<file path="src/rtl/spq_pkg.sv">
// Shared constants, codes and control types for the sorted priority queue.
package spq_pkg;

  localparam int unsigned CAPACITY_DEF      = 16;
  localparam int unsigned PRIORITY_BITS_DEF = 8;

  localparam logic CMD_ENQUEUE = 1'b0;
  localparam logic CMD_DEQUEUE = 1'b1;

  localparam logic [1:0] ST_ENQUEUED = 2'd0;
  localparam logic [1:0] ST_DEQUEUED = 2'd1;
  localparam logic [1:0] ST_EMPTY    = 2'd2;
  localparam logic [1:0] ST_FULL     = 2'd3;

  typedef struct packed {
    logic       load_item;
    logic       rd_en;
    logic       wr_en;
    logic       wr_sel_item;
    logic       head_inc;
    logic       count_inc;
    logic       count_dec;
    logic       load_out;
    logic [1:0] out_status;
  } spq_ctl_t;

  typedef struct packed {
    logic empty;
    logic full;
    logic greater;
  } spq_sts_t;

endpackage

</file>
<file path="src/rtl/spq_datapath.sv">
// Circular slot store, item and read registers, occupancy and result registers.
module spq_datapath #(
  parameter int unsigned CAPACITY      = spq_pkg::CAPACITY_DEF,
  parameter int unsigned PRIORITY_BITS = spq_pkg::PRIORITY_BITS_DEF
) (
  input  logic                            clk,
  input  logic                            rst,
  input  spq_pkg::spq_ctl_t               ctl,
  input  logic [$clog2(CAPACITY)-1:0]     rd_idx,
  input  logic [$clog2(CAPACITY)-1:0]     wr_idx,
  input  logic signed [31:0]              item_value,
  input  logic [7:0]                      item_priority,
  output spq_pkg::spq_sts_t               sts,
  output logic [$clog2(CAPACITY+1)-1:0]   count,
  output logic [1:0]                      status,
  output logic signed [31:0]              out_value,
  output logic [7:0]                      out_priority,
  output logic [4:0]                      occupancy
);
  import spq_pkg::*;

  localparam int unsigned IW = $clog2(CAPACITY);
  localparam int unsigned CW = $clog2(CAPACITY + 1);
  localparam int unsigned PB = PRIORITY_BITS;

  logic [31:0]    mem_value [CAPACITY];
  logic [PB-1:0]  mem_prio  [CAPACITY];

  logic [IW-1:0]  head;
  logic [31:0]    item_val_r;
  logic [PB-1:0]  item_prio_r;
  logic [31:0]    rd_value;
  logic [PB-1:0]  rd_prio;
  logic [31:0]    prio_ext;
  logic [31:0]    rd_prio_ext;
  logic [31:0]    wr_value;
  logic [PB-1:0]  wr_prio;
  logic [IW-1:0]  rd_addr;
  logic [IW-1:0]  wr_addr;

  function automatic logic [IW-1:0] to_phys(input logic [IW-1:0] base,
                                            input logic [IW-1:0] idx);
    logic [IW:0] sum;
    sum = {1'b0, base} + {1'b0, idx};
    if (sum >= (IW+1)'(CAPACITY)) begin
      sum = sum - (IW+1)'(CAPACITY);
    end
    return sum[IW-1:0];
  endfunction

  assign prio_ext    = 32'(item_priority);
  assign rd_prio_ext = 32'(rd_prio);
  assign rd_addr     = to_phys(head, rd_idx);
  assign wr_addr     = to_phys(head, wr_idx);
  assign wr_value    = ctl.wr_sel_item ? item_val_r : rd_value;
  assign wr_prio     = ctl.wr_sel_item ? item_prio_r : rd_prio;

  assign sts.empty   = (count == '0);
  assign sts.full    = (count == CW'(CAPACITY));
  assign sts.greater = (rd_prio > item_prio_r);

  always_ff @(posedge clk) begin
    if (ctl.wr_en) begin
      mem_value[wr_addr] <= wr_value;
      mem_prio[wr_addr]  <= wr_prio;
    end
    if (ctl.rd_en) begin
      rd_value <= mem_value[rd_addr];
      rd_prio  <= mem_prio[rd_addr];
    end
  end

  always_ff @(posedge clk) begin
    if (ctl.load_item) begin
      item_val_r  <= item_value;
      item_prio_r <= prio_ext[PB-1:0];
    end
    if (ctl.load_out) begin
      status    <= ctl.out_status;
      occupancy <= 5'(count);
      if (ctl.out_status == ST_DEQUEUED) begin
        out_value    <= rd_value;
        out_priority <= rd_prio_ext[7:0];
      end else begin
        out_value    <= '0;
        out_priority <= '0;
      end
    end
  end

  always_ff @(posedge clk) begin
    if (rst) begin
      head  <= '0;
      count <= '0;
    end else begin
      if (ctl.head_inc) begin
        if (head == IW'(CAPACITY - 1)) begin
          head <= '0;
        end else begin
          head <= head + 1'b1;
        end
      end
      if (ctl.count_inc) begin
        count <= count + 1'b1;
      end else if (ctl.count_dec) begin
        count <= count - 1'b1;
      end
    end
  end

endmodule

</file>
<file path="src/rtl/spq_controller.sv">
// Sequencer for insertion from the tail, head removal and result hand-off.
module spq_controller #(
  parameter int unsigned CAPACITY = spq_pkg::CAPACITY_DEF
) (
  input  logic                            clk,
  input  logic                            rst,
  input  logic                            in_valid,
  output logic                            in_stall,
  input  logic                            cmd,
  output logic                            out_valid,
  input  logic                            out_stall,
  input  spq_pkg::spq_sts_t               sts,
  input  logic [$clog2(CAPACITY+1)-1:0]   count,
  output spq_pkg::spq_ctl_t               ctl,
  output logic [$clog2(CAPACITY)-1:0]     rd_idx,
  output logic [$clog2(CAPACITY)-1:0]     wr_idx
);
  import spq_pkg::*;

  localparam int unsigned IW = $clog2(CAPACITY);
  localparam int unsigned CW = $clog2(CAPACITY + 1);

  localparam logic [2:0] S_IDLE  = 3'd0;
  localparam logic [2:0] S_SCAN  = 3'd1;
  localparam logic [2:0] S_PLACE = 3'd2;
  localparam logic [2:0] S_DEQ   = 3'd3;
  localparam logic [2:0] S_FIN   = 3'd4;

  logic [2:0]    state;
  logic [2:0]    state_next;
  logic [CW-1:0] pos;
  logic [CW-1:0] pos_next;
  logic [1:0]    st_code;
  logic [1:0]    st_code_next;

  assign in_stall = (state != S_IDLE);

  always_comb begin
    ctl            = '0;
    ctl.out_status = st_code;
    rd_idx         = '0;
    wr_idx         = IW'(pos);
    state_next     = state;
    pos_next       = pos;
    st_code_next   = st_code;
    case (state)
      S_IDLE: begin
        if (in_valid) begin
          ctl.load_item = 1'b1;
          if (cmd == CMD_ENQUEUE) begin
            if (sts.full) begin
              st_code_next = ST_FULL;
              state_next   = S_FIN;
            end else begin
              st_code_next = ST_ENQUEUED;
              pos_next     = count;
              if (sts.empty) begin
                state_next = S_PLACE;
              end else begin
                ctl.rd_en  = 1'b1;
                rd_idx     = IW'(count - 1'b1);
                state_next = S_SCAN;
              end
            end
          end else begin
            if (sts.empty) begin
              st_code_next = ST_EMPTY;
              state_next   = S_FIN;
            end else begin
              st_code_next = ST_DEQUEUED;
              ctl.rd_en    = 1'b1;
              state_next   = S_DEQ;
            end
          end
        end
      end
      S_SCAN: begin
        ctl.wr_en = 1'b1;
        if (sts.greater) begin
          pos_next = pos - 1'b1;
          if (pos == CW'(1)) begin
            state_next = S_PLACE;
          end else begin
            ctl.rd_en = 1'b1;
            rd_idx    = IW'(pos - CW'(2));
          end
        end else begin
          ctl.wr_sel_item = 1'b1;
          ctl.count_inc   = 1'b1;
          state_next      = S_FIN;
        end
      end
      S_PLACE: begin
        ctl.wr_en       = 1'b1;
        ctl.wr_sel_item = 1'b1;
        ctl.count_inc   = 1'b1;
        state_next      = S_FIN;
      end
      S_DEQ: begin
        ctl.head_inc  = 1'b1;
        ctl.count_dec = 1'b1;
        state_next    = S_FIN;
      end
      S_FIN: begin
        if (!out_valid || !out_stall) begin
          ctl.load_out = 1'b1;
          state_next   = S_IDLE;
        end
      end
      default: begin
        state_next = S_IDLE;
      end
    endcase
  end

  always_ff @(posedge clk) begin
    if (rst) begin
      state     <= S_IDLE;
      pos       <= '0;
      st_code   <= ST_ENQUEUED;
      out_valid <= 1'b0;
    end else begin
      state   <= state_next;
      pos     <= pos_next;
      st_code <= st_code_next;
      if (ctl.load_out) begin
        out_valid <= 1'b1;
      end else if (!out_stall) begin
        out_valid <= 1'b0;
      end
    end
  end

`ifndef ASSERT_OFF
  a_scan_pos: assert property (@(posedge clk) disable iff (rst)
    (state == S_SCAN) |-> (pos != '0))
    else $error("scan with insertion point at head");

  a_count_bound: assert property (@(posedge clk) disable iff (rst)
    count <= CW'(CAPACITY))
    else $error("occupancy above capacity");

  a_load_free: assert property (@(posedge clk) disable iff (rst)
    ctl.load_out |-> (!out_valid || !out_stall))
    else $error("result overwritten while held");

  a_deq_count: assert property (@(posedge clk) disable iff (rst)
    (state == S_DEQ) |=> (count == $past(count) - 1'b1))
    else $error("dequeue did not reduce occupancy");
`endif

endmodule

</file>
<file path="src/rtl/sorted_priority_queue.sv">
// Sorted priority queue top level: controller plus slot datapath.
// Enqueue: scan shifts greater entries back (at most occupancy), the item is placed, finish registers it.
// Dequeue runs the dequeue then finish states; a full or empty rejection goes straight to finish.
// The tail-first insertion scan moves one entry per cycle, reading one slot while writing another.
// One item is in flight at a time; a waiting result does not block the next input transfer.
// Synchronous reset empties the queue; slot contents stay undefined until written.
module sorted_priority_queue #(
  parameter int unsigned CAPACITY      = spq_pkg::CAPACITY_DEF,
  parameter int unsigned PRIORITY_BITS = spq_pkg::PRIORITY_BITS_DEF
) (
  input  logic               clk,
  input  logic               rst,
  input  logic               in_valid,
  output logic               in_stall,
  input  logic               cmd,
  input  logic signed [31:0] item_value,
  input  logic [7:0]         item_priority,
  output logic               out_valid,
  input  logic               out_stall,
  output logic [1:0]         status,
  output logic signed [31:0] out_value,
  output logic [7:0]         out_priority,
  output logic [4:0]         occupancy
);
  import spq_pkg::*;

  localparam int unsigned IW = $clog2(CAPACITY);
  localparam int unsigned CW = $clog2(CAPACITY + 1);

  spq_ctl_t      ctl;
  spq_sts_t      sts;
  logic [CW-1:0] count;
  logic [IW-1:0] rd_idx;
  logic [IW-1:0] wr_idx;

  spq_controller #(
    .CAPACITY (CAPACITY)
  ) u_ctrl (
    .clk       (clk),
    .rst       (rst),
    .in_valid  (in_valid),
    .in_stall  (in_stall),
    .cmd       (cmd),
    .out_valid (out_valid),
    .out_stall (out_stall),
    .sts       (sts),
    .count     (count),
    .ctl       (ctl),
    .rd_idx    (rd_idx),
    .wr_idx    (wr_idx)
  );

  spq_datapath #(
    .CAPACITY      (CAPACITY),
    .PRIORITY_BITS (PRIORITY_BITS)
  ) u_dp (
    .clk           (clk),
    .rst           (rst),
    .ctl           (ctl),
    .rd_idx        (rd_idx),
    .wr_idx        (wr_idx),
    .item_value    (item_value),
    .item_priority (item_priority),
    .sts           (sts),
    .count         (count),
    .status        (status),
    .out_value     (out_value),
    .out_priority  (out_priority),
    .occupancy     (occupancy)
  );

endmodule

</file>
<file path="config.mk">
export PLATFORM = sky130hd
export DESIGN_NAME = sorted_priority_queue
export DESIGN_NICKNAME = d
export VERILOG_FILES = /design/src/rtl/spq_pkg.sv /design/src/rtl/spq_datapath.sv /design/src/rtl/spq_controller.sv /design/src/rtl/sorted_priority_queue.sv
export SDC_FILE = /design/constraint.sdc
export NUM_CORES = 1
export LEC_CHECK = 0
export BUFFER_PORTS_ARGS = -buffer_cell sky130_fd_sc_hd__buf_2
export CORE_ASPECT_RATIO = 1.2
export CORE_UTILIZATION = 55
export CTS_CLUSTER_SIZE = 16
export DETAILED_ROUTE_END_ITERATION = 6
export HOLD_SLACK_MARGIN = 0.06
export PLACE_DENSITY = 0.75
export SYNTH_ARGS = -nofsm -noshare
export SYNTH_HDL_FRONTEND = slang
export SYNTH_SLANG_ARGS = --single-unit
</file>
<file path="constraint.sdc">
create_clock -name clk -period 4.78 [get_ports clk]
set_input_delay 0.239 -clock clk [delete_from_list [all_inputs] [get_ports clk]]
set_output_delay 0.239 -clock clk [all_outputs]
set_load 0.005 [all_outputs]
</file>
==> summary.txt, run 1 <==
Max incr delay on CP -> 0.90 ns
DR iter-0 viols -> 1893
Slowest stage cell, crit path -> fa_4
Sw frac -> 28.1%
WL final -> 67.6 mm
Hold EP -> u_ctrl.st_code[0]$_SDFFE_PP0P_
Crit-path cells -> ha_1 -> nor2b_1 -> o21ai_1 -> a21boi_0 -> o31ai_1 -> or3_1 -> buf_4 -> o22ai_1 -> ha_4 -> fa_4 -> buf_4 -> mux4_2 -> and3_1 -> a211o_1
Util after Layout -> 64.7%
CTS tree -> yes
Tot GR Track Use -> 24.3%
Avg WL per Cell -> 26.9 µm
Post-synth ARST share -> 0%
CTS Sinks -> 787
Post-Syn Area -> 30800 µm²
Worst slew pin tran -> 0.988 ns
Relative slew slack -> 34.0%
CTS Buf Count -> 76
Chip height -> 261 µm
Yosys top cell area share -> 74.7%
Reg-to-reg slack, setup -> 0.24 ns
Unrepaired setup endpoints after global routing -> no
I/O Pins -> 94
Net switching power figure -> 0.00581 W
Number of global-route vias before repair -> 15862
Worst r2r src -> u_dp.rd_prio[1]$_DFFE_PP_
Compound-gate portion of the synthesized area -> 2.59%
Number of synthesized flops with an enable pin -> 767
Routed via count -> 15639
# H-tree levels -> 3
Status -> completed
Synth Area in Adders -> 1.02%
Post-CTS sizing -> 0
Register area share after synthesis -> 76.0%
Die X -> 218 µm
Arrival time worst endpoint -> 4.88 ns
Combinational power share -> 24.7%
Hold Vio Cnt, Final -> 0
Die ar. -> 57000 µm²
CP Max Fanout -> 18
Gate Count Post-Synth -> 1549
Initial Util -> 55.9%
# rows -> 94
Pwr Total -> 0.0207 W
Later-pin clock latency in the skew report -> 0.61 ns
Port bufs -> 93
Yosys warns -> 0
Core footprint -> 55200 µm²
Distinct cells, synth -> 53
Share of layout cells above drive strength 1 -> 26.5%
Largest net degree at the start of global routing -> 81
Clk pwr share -> 29.0%
Crit path time final -> 4.54 ns
P per Cell Area -> 580 nW/µm²
Antenna viol nets, final -> 0
Peak supply drop -> 0.532 mV
Clock Tree Buf Depth -> 3
Root buffer cell -> clkbuf_16
P_leak -> 12.2 nW
Synth area leaders -> edfxtp_1, mux4_2, nand2_1
Final instance area -> 35700 µm²
Cell area after placement -> 32700 µm²
Total nets after synthesis -> 1618
FF-to-FF path depth -> 14
Gpl congestion -> 0.843
Cell mode on critical path -> buf_4
Setup TNS -> 0 ns
Nets -> 1808
Gr ovfl total -> 0
First-pass GRT wire length -> 99.9 mm
Critical path type -> flip-flop to flip-flop
Most frequent cell after synthesis -> edfxtp_1
Mux cell area share after synthesis -> 14.2%
Fill count -> 3556
Setup Viol. Count Final -> 0
Hold path start -> cmd
Internal power -> 0.0149 W
Max Slew Vio Count -> 0
WHS -> 0.184 ns
CP endpoint kind -> flip-flop
Largest family of logic cells by synthesized area -> multiplexers
Commonest register cell after synthesis -> edfxtp_1
XOR/XNOR Fraction of Synth Area -> 0.515%
Worst Setup Start Kind -> flip-flop
Required @ worst endpoint -> 5.12 ns
Fmax -> 220 MHz
Synth Area in Simple Gates -> 4.31%
First drt pass iteration count -> 6
Hold depth -> 3
Initial antenna violation count -> 0
Min-Delay Path Class -> input port to flip-flop
Tcrit/Tclk final -> 94.9%
Reg-to-reg endpoint -> u_dp.rd_value[30]$_DFFE_PP_
DRC -> 0
Cell accounting for the most synthesized area -> edfxtp_1
FF+latch count, synth -> 787
Inserted Diodes -> 0
Setup Skew -> 0.0283 ns
CTS clk-pin slew, worst paths -> 0.07 ns
Area Growth Syn to Fin -> 15.7%
HPWL Detailed -> 34.9 mm
Post-synth top cells -> edfxtp_1, mux4_2, nand2_1
Syn_area_per_cell -> 19.9 µm²
Max_cap viols -> 0
Vias/cell -> 6.21
Sequential power share -> 46.4%
## kinds of logic after synthesis
group	count (synthesis)
adder cells (fa/ha/maj)	24
XOR/XNOR	16
buffers and inverters	100
AO/OA/AOI/OAI	113
flip-flops	787
AND/OR/NAND/NOR	275
multiplexers	234
## critical path: cells and delay by family (launching register included)
family                     cells  cell delay (ns)
adders and majority gates      3             1.44
DFF                            1             0.42
muxes                          1             0.36
AOI/OAI and AO/OA              5             1.01
buffers and inverters          2             0.47
and+or+nand+nor                3             0.55
## state kept, by name, indices dropped and copies added (netlist names), 5 cells and up
register           cells
u_ctrl.pos             5
u_dp.out_priority      8
u_dp.rd_prio           8
u_dp.rd_value         32
u_dp.mem_prio        128
u_dp.item_prio_r       8
u_dp.occupancy         5
u_dp.out_value        32
u_dp.count             5
u_dp.item_val_r       32
u_dp.mem_value       512
## what timing repair did
action | CTS | global route
buffers inserted | 0 | 5
setup endpoints to repair | 0 | 35
hold buffers | 45 | 0
endpoints found under the hold margin | 56 | 0
## placed cells by master, fill, tap and decap left out, types with 27 or more instances in the layout
master / synthesis / layout
edfxtp_1: 767 / 767
clkbuf_16: 0 / 81
buf_4: 4 / 33
mux2i_1: 41 / 41
mux2_2: 33 / 33
mux4_2: 160 / 160
nand2_1: 115 / 114
dlygate4sd3_1: 0 / 45
a211o_1: 40 / 40
and3_1: 41 / 41
nor2_1: 44 / 27
buf_2: 19 / 93
and2_1: 42 / 42
## final cells by class
type / count / area, µm² / area share, %
clock inverter: 38 / 380 / 1.07
clock buffer: 100 / 2100 / 5.88
sequential: 787 / 23400 / 65.7
inverter: 20 / 75.1 / 0.210
timing repair buffer: 192 / 1580 / 4.44
multi-input combinational: 662 / 7200 / 20.2
tap: 720 / 901 / 2.53
## power groups by stage
stage / Sequential, W / Clock (W) / Combinational (W)
after floorplan: 0.00962 / 0 / 0.00341
after global placement: 0.00971 / 0 / 0.00486
after detailed placement: 0.00973 / 0 / 0.00505
after CTS: 0.00960 / 0.00607 / 0.00511
after global routing: 0.00964 / 0.00632 / 0.00552
final: 0.00960 / 0.00600 / 0.00511
## stage by stage
stage	setup WS, ns	std cells
after floorplan	0.578	1549
after global placement	0.148	2331
after detailed placement	0.0712	2331
after CTS	0.0429	2514
after global routing	0.101	2519
final	0.242	2519
## per-layer routing
| layer | vias to the layer above | part of all wire, % | global-route usage (%) |
|---|---|---|---|
| li1 | 6626 | - | - |
| met1 | 8103 | 39 | 32.8 |
| met2 | 789 | 51 | 41.0 |
| met3 | 121 | 7.9 | 3.67 |
| met4 | 0 | 2.2 | 7.61 |
| met5 | - | 0 | 0 |
## worst max path at each step
stage / startpoint / to / slack [ns]
floorplan: u_dp.rd_prio[1]$_DFFE_PP_ / u_dp.rd_prio[0]$_DFFE_PP_ / 0.58
global placement: u_dp.rd_prio[5]$_DFFE_PP_ / u_dp.rd_prio[6]$_DFFE_PP_ / 0.15
detailed placement: u_dp.rd_prio[3]$_DFFE_PP_ / u_dp.rd_prio[6]$_DFFE_PP_ / 0.07
CTS: u_dp.rd_prio[6]$_DFFE_PP_ / u_dp.rd_prio[6]$_DFFE_PP_ / 0.04
global route: u_dp.rd_prio[3]$_DFFE_PP_ / u_dp.rd_value[30]$_DFFE_PP_ / 0.10
finish: u_dp.rd_prio[1]$_DFFE_PP_ / u_dp.rd_value[30]$_DFFE_PP_ / 0.24
Note: power is estimated with default switching activity, not from simulation.
==> run 2, diff against run 1 <==
- CORE_MARGIN: not set -> 2
==> summary.txt, run 2 (synthesis results as in run 1) <==
Min-Delay Path Class -> input port to flip-flop
Most frequent cells in the layout -> edfxtp_1, mux4_2, nand2_1, buf_2, clkbuf_16
Status -> completed
Max reg flops -> 512
Largest net degree at the start of global routing -> 81
Post-CTS sizing -> 0
Relative slew slack -> 13.2%
Commonest non-fill, non-tap cell in the layout -> edfxtp_1
Initial Util -> 55.3%
DRC -> 0
Number of global-route vias before repair -> 16202
Die ar. -> 58000 µm²
CTS clk-pin slew, worst paths -> 0.06 ns
Share of layout cells above drive strength 1 -> 26.3%
Gpl congestion -> 0.831
Slowest stage cell, crit path -> buf_12
WP buf/inv -> 1
Post-Layout Cell Count -> 2519
Inst Count DP -> 2337
Top Registers -> u_dp.mem_value: 512 flops, u_dp.mem_prio: 128 flops
First-pass GRT wire length -> 101 mm
FF-to-FF path depth -> 14
Gr ovfl total -> 0
HPWL Detailed -> 35.6 mm
Post-CTS Setup Bufs -> 0
Setup Viol. Count Final -> 0
Core footprint -> 55700 µm²
Nets -> 1802
Vias/cell -> 6.19
Reg-to-reg slack, setup -> 0.28 ns
First drt pass iteration count -> 7
Crit path time final -> 4.50 ns
Crit-path cells -> ha_1 -> and4_1 -> a21boi_0 -> o31ai_1 -> or3_1 -> o22ai_1 -> ha_1 -> a21o_1 -> a21oi_1 -> xor2_1 -> xnor2_4 -> buf_12 -> mux2i_1 -> a211o_1
CP Max Fanout -> 80
Max incr delay on CP -> 0.47 ns
# rows -> 95
Required @ worst endpoint -> 5.14 ns
Root buffer cell -> clkbuf_16
Worst slew pin tran -> 1.30 ns
Fmax -> 222 MHz
Cell mode on critical path -> ha_1
Later-pin clock latency in the skew report -> 0.62 ns
WL final -> 67.9 mm
P_leak -> 12.1 nW
CTS Sinks -> 787
Setup TNS -> 0 ns
Arrival time worst endpoint -> 4.86 ns
Hold Vio Cnt, Final -> 0
Setup Skew -> 0.0248 ns
Port bufs -> 93
Antenna viol nets, final -> 0
CP Depth -> 14
Cell family with most CP delay -> compound AO/OA/AOI/OAI gates
Avg WL per Cell -> 27.0 µm
CTS Buf Count -> 75
Max_cap viols -> 0
Hold depth -> 3
Tcrit/Tclk final -> 94.2%
Reg-to-reg endpoint -> u_dp.rd_prio[2]$_DFFE_PP_
Clock Tree Buf Depth -> 3
I/O Pins -> 94
Hold path start -> cmd
Tot GR Track Use -> 23.9%
Max Slew Vio Count -> 0
Routed via count -> 15602
Unrepaired setup endpoints after global routing -> no
Critical path type -> flip-flop to flip-flop
Area Growth Syn to Fin -> 15.2%
Worst Setup Start Kind -> flip-flop
Die X -> 220 µm
DR iter-0 viols -> 1489
Worst r2r src -> u_dp.rd_prio[7]$_DFFE_PP_
P per Cell Area -> 579 nW/µm²
Initial antenna violation count -> 0
Chip height -> 263 µm
# H-tree levels -> 3
CTS tree -> yes
Hold EP -> u_ctrl.st_code[0]$_SDFFE_PP0P_
Largest Register -> u_dp.mem_value
Peak supply drop -> 0.574 mV
CP endpoint kind -> flip-flop
Inserted Diodes -> 0
## run 2: cell types whose count changed in the layout (fill, tap and decap cells not counted), moves of 2 or more
cell and change:
inv_6 +2, buf_12 -3, clkinv_8 +2, clkinv_2 -2, clkinv_1 +4, clkbuf_16 -4, clkbuf_1 -6, buf_4 -3
## run 2: layer usage
layer / vias to the layer above / wire length (µm) / GRT usage, %
li1: 6625 / - / -
met1: 8102 / 26500 / 32.2
met2: 762 / 34500 / 39.9
met3: 113 / 5260 / 4.18
met4: 0 / 1690 / 8.13
met5: - / 0 / 0
## run 2: timing repair
action / 4_1_cts / 5_1_grt
hold buffers: 45 / 0
setup endpoints to repair: 0 / 17
endpoints found under the hold margin: 55 / 0
## run 2: cell type report
cell class / instances / area (µm²)
Clock buffer: 90 / 1980
Clock inverter: 46 / 433
Fill cell: 3613 / 20200
Inverter: 20 / 75.1
Multi-Input combinational cell: 663 / 7200
Sequential cell: 787 / 23400
Tap cell: 727 / 910
Timing Repair Buffer: 186 / 1500
## run 2: power by group
part	internal [W]	leakage [nW]	total (W)	switching (W)
Sequential	0.00932	7.11	0.00959	0.000276
Combinational	0.00204	3.81	0.00516	0.00313
Clock	0.00334	1.17	0.00582	0.00248
Total	0.0147	12.1	0.0206	0.00588
## run 2: worst register-to-register path, delay by kind of cell (launching register included)
kind,cells,cell delay [ns]
AOI/OAI and AO/OA,6,1.23
and+or+nand+nor,2,0.70
xor gates and xnor gates,2,0.60
adders and majority gates,2,0.59
buffers and inverters,1,0.48
DFF,1,0.42
muxes,1,0.23
## run 2: worst max-delay path by stage
stage / endpoint / slack [ns] / startpoint
after CTS: u_dp.rd_value[16]$_DFFE_PP_ / 0.12 / u_dp.rd_prio[4]$_DFFE_PP_
after floorplan: u_dp.rd_prio[0]$_DFFE_PP_ / 0.58 / u_dp.rd_prio[1]$_DFFE_PP_
after global placement: u_dp.rd_value[13]$_DFFE_PP_ / 0.22 / u_dp.rd_prio[7]$_DFFE_PP_
after detailed placement: u_dp.rd_value[17]$_DFFE_PP_ / 0.21 / u_dp.rd_prio[6]$_DFFE_PP_
final: u_dp.rd_prio[2]$_DFFE_PP_ / 0.28 / u_dp.rd_prio[7]$_DFFE_PP_
after global routing: u_dp.rd_value[25]$_DFFE_PP_ / 0.02 / u_dp.rd_prio[7]$_DFFE_PP_
## run 2: stage by stage
stage               area (µm²)  total power [W]  util [%]  worst slack [ns]  hold slack, ns
global route             35500           0.0214      63.7            0.0170           0.192
finish                   35500           0.0206      63.7             0.276           0.150
detailed placement       32700           0.0148      58.6             0.213           0.417
CTS                      35500           0.0207      63.7             0.115           0.129
global placement         32700           0.0146      58.6             0.222           0.415
floorplan                30800           0.0130         -             0.578           0.338
==> run 3, diff against run 2 <==
- BUFFER_PORTS_ARGS: -buffer_cell sky130_fd_sc_hd__buf_2 -> not set
- DONT_BUFFER_PORTS: not set -> 1
- PLACE_DENSITY: 0.75 -> 0.73
==> summary.txt, run 3 (synthesis results as in run 1) <==
Gr ovfl total -> 0
Inserted Diodes -> 0
Hold depth -> 6
WHS -> 0.102 ns
Max_cap viols -> 0
Hold Vio Cnt, Final -> 0
Worst slew pin tran -> 1.18 ns
Avg WL per Cell -> 27.7 µm
Cell area after placement -> 32300 µm²
CP Max Fanout -> 28
HPWL Detailed -> 35.7 mm
FF-to-FF path depth -> 15
Relative slew slack -> 20.8%
Peak supply drop -> 0.556 mV
Tcrit/Tclk final -> 95.1%
Chip height -> 263 µm
Arrival time worst endpoint -> 5.03 ns
DR iter-0 viols -> 1636
Top Registers -> u_dp.mem_value: 512 flops, u_dp.mem_prio: 128 flops
Share of layout cells above drive strength 1 -> 22.7%
Unrepaired setup endpoints after global routing -> no
Core footprint -> 55700 µm²
DRC -> 0
Later-pin clock latency in the skew report -> 0.62 ns
Critical path type -> flip-flop to flip-flop
Commonest non-fill, non-tap cell in the layout -> edfxtp_1
Setup Skew -> 0.0227 ns
CTS clk-pin slew, worst paths -> 0.06 ns
Clock Tree Buf Depth -> 3
CTS tree -> yes
Required @ worst endpoint -> 5.27 ns
Initial antenna violation count -> 1
WL final -> 67.4 mm
Vias/cell -> 6.27
Fmax -> 220 MHz
Crit path time final -> 4.54 ns
Most frequent cells in the layout -> edfxtp_1, mux4_2, nand2_1, clkbuf_16, dlygate4sd3_1
Largest net degree at the start of global routing -> 81
P_leak -> 11.8 nW
Largest Register -> u_dp.mem_value
# rows -> 95
# H-tree levels -> 3
Die ar. -> 58000 µm²
First drt pass iteration count -> 5
Port bufs -> 0
Final instance area -> 35200 µm²
Area Growth Syn to Fin -> 14.1%
Tot GR Track Use -> 23.9%
Number of global-route vias before repair -> 15527
Routed via count -> 15259
CTS Buf Count -> 74
Die X -> 220 µm
Nets -> 1719
Setup Viol. Count Final -> 0
Max reg flops -> 512
Gpl congestion -> 0.805
First-pass GRT wire length -> 100 mm
CTS Sinks -> 787
Worst Setup Start Kind -> flip-flop
Setup TNS -> 0 ns
Initial Util -> 55.3%
Status -> completed
Root buffer cell -> clkbuf_16
Min-Delay Path Class -> input port to flip-flop
P per Cell Area -> 584 nW/µm²
I/O Pins -> 94
Max Slew Vio Count -> 0
Antenna viol nets, final -> 0
CP endpoint kind -> flip-flop
## run 3: changes by cell type in the layout (fill, tap and decap cells not counted), sizes merged
cell / change
nor2: -1
clkbuf: +1
buf: -81
clkinv: -1
bufinv: +3
clkinvlp: -3
inv: -3
## run 3: worst paths after layout
path | start | slack, ns | to
worst max-delay path | u_dp.rd_prio[5]$_DFFE_PP_ | 0.24 | u_dp.rd_value[4]$_DFFE_PP_
worst min-delay path | cmd | 0.10 | u_ctrl.state[2]$_SDFFE_PP0P_
worst max register to register | u_dp.rd_prio[5]$_DFFE_PP_ | 0.24 | u_dp.rd_value[4]$_DFFE_PP_
worst min register to register | u_ctrl.st_code[0]$_SDFFE_PP0P_ | 0.49 | u_dp.status[0]$_DFFE_PP_
## run 3: metrics by stage
step	util, %	instances	worst slack [ns]	power, W
4_1_cts	63.1	2434	0.211	0.0206
5_1_grt	63.1	2434	0.0195	0.0214
6_report	63.1	2434	0.237	0.0205
2_1_floorplan	-	1549	0.578	0.0130
3_3_place_gp	57.9	2256	0.242	0.0146
3_5_place_dp	57.9	2256	0.216	0.0147
## run 3: cell type report
cell class / count / area, µm²
clock buffers: 91 / 1980
clock inverters: 42 / 457
fillers: 3615 / 20600
inverters: 20 / 75.1
multi-input cells: 662 / 7190
flip-flops and latches: 787 / 23400
well taps: 727 / 910
repair buffers: 105 / 1140
## run 3: per-layer routing
layer | vias to the layer above | part of all wire [%] | GRT usage, % | routed length, µm
met5 | - | 0 | 0 | 0
met1 | 7999 | 39 | 33.0 | 26300
met4 | 0 | 2.4 | 7.73 | 1640
met2 | 727 | 50 | 39.1 | 34000
li1 | 6437 | - | - | -
met3 | 96 | 8.1 | 4.21 | 5460
## run 3: worst max-delay path: stages, from the launching register on
cell	delay, ns
edfxtp_1	0.42
ha_1	0.33
and4_1	0.23
a21boi_0	0.20
o31ai_1	0.12
or3_1	0.47
o22ai_1	0.27
ha_1	0.28
a21o_1	0.16
a21oi_1	0.17
xor2_1	0.15
buf_4	0.15
xnor2_4	0.09
nor2_4	0.90
buf_4	0.33
a211o_1	0.14
## run 3: report_power, final
group          total (W)  switching [W]  internal (W)
clock            0.00593        0.00245       0.00348
sequential       0.00963       0.000307       0.00932
combinational    0.00498        0.00300       0.00198
## run 3: timing repair
item | 4_1_cts | 5_1_grt
gates resized for setup | 0 | 1
setup buffers | 0 | 0
hold buffers | 45 | 0
setup endpoints to repair | 0 | 3
endpoints found under the hold margin | 82 | 0
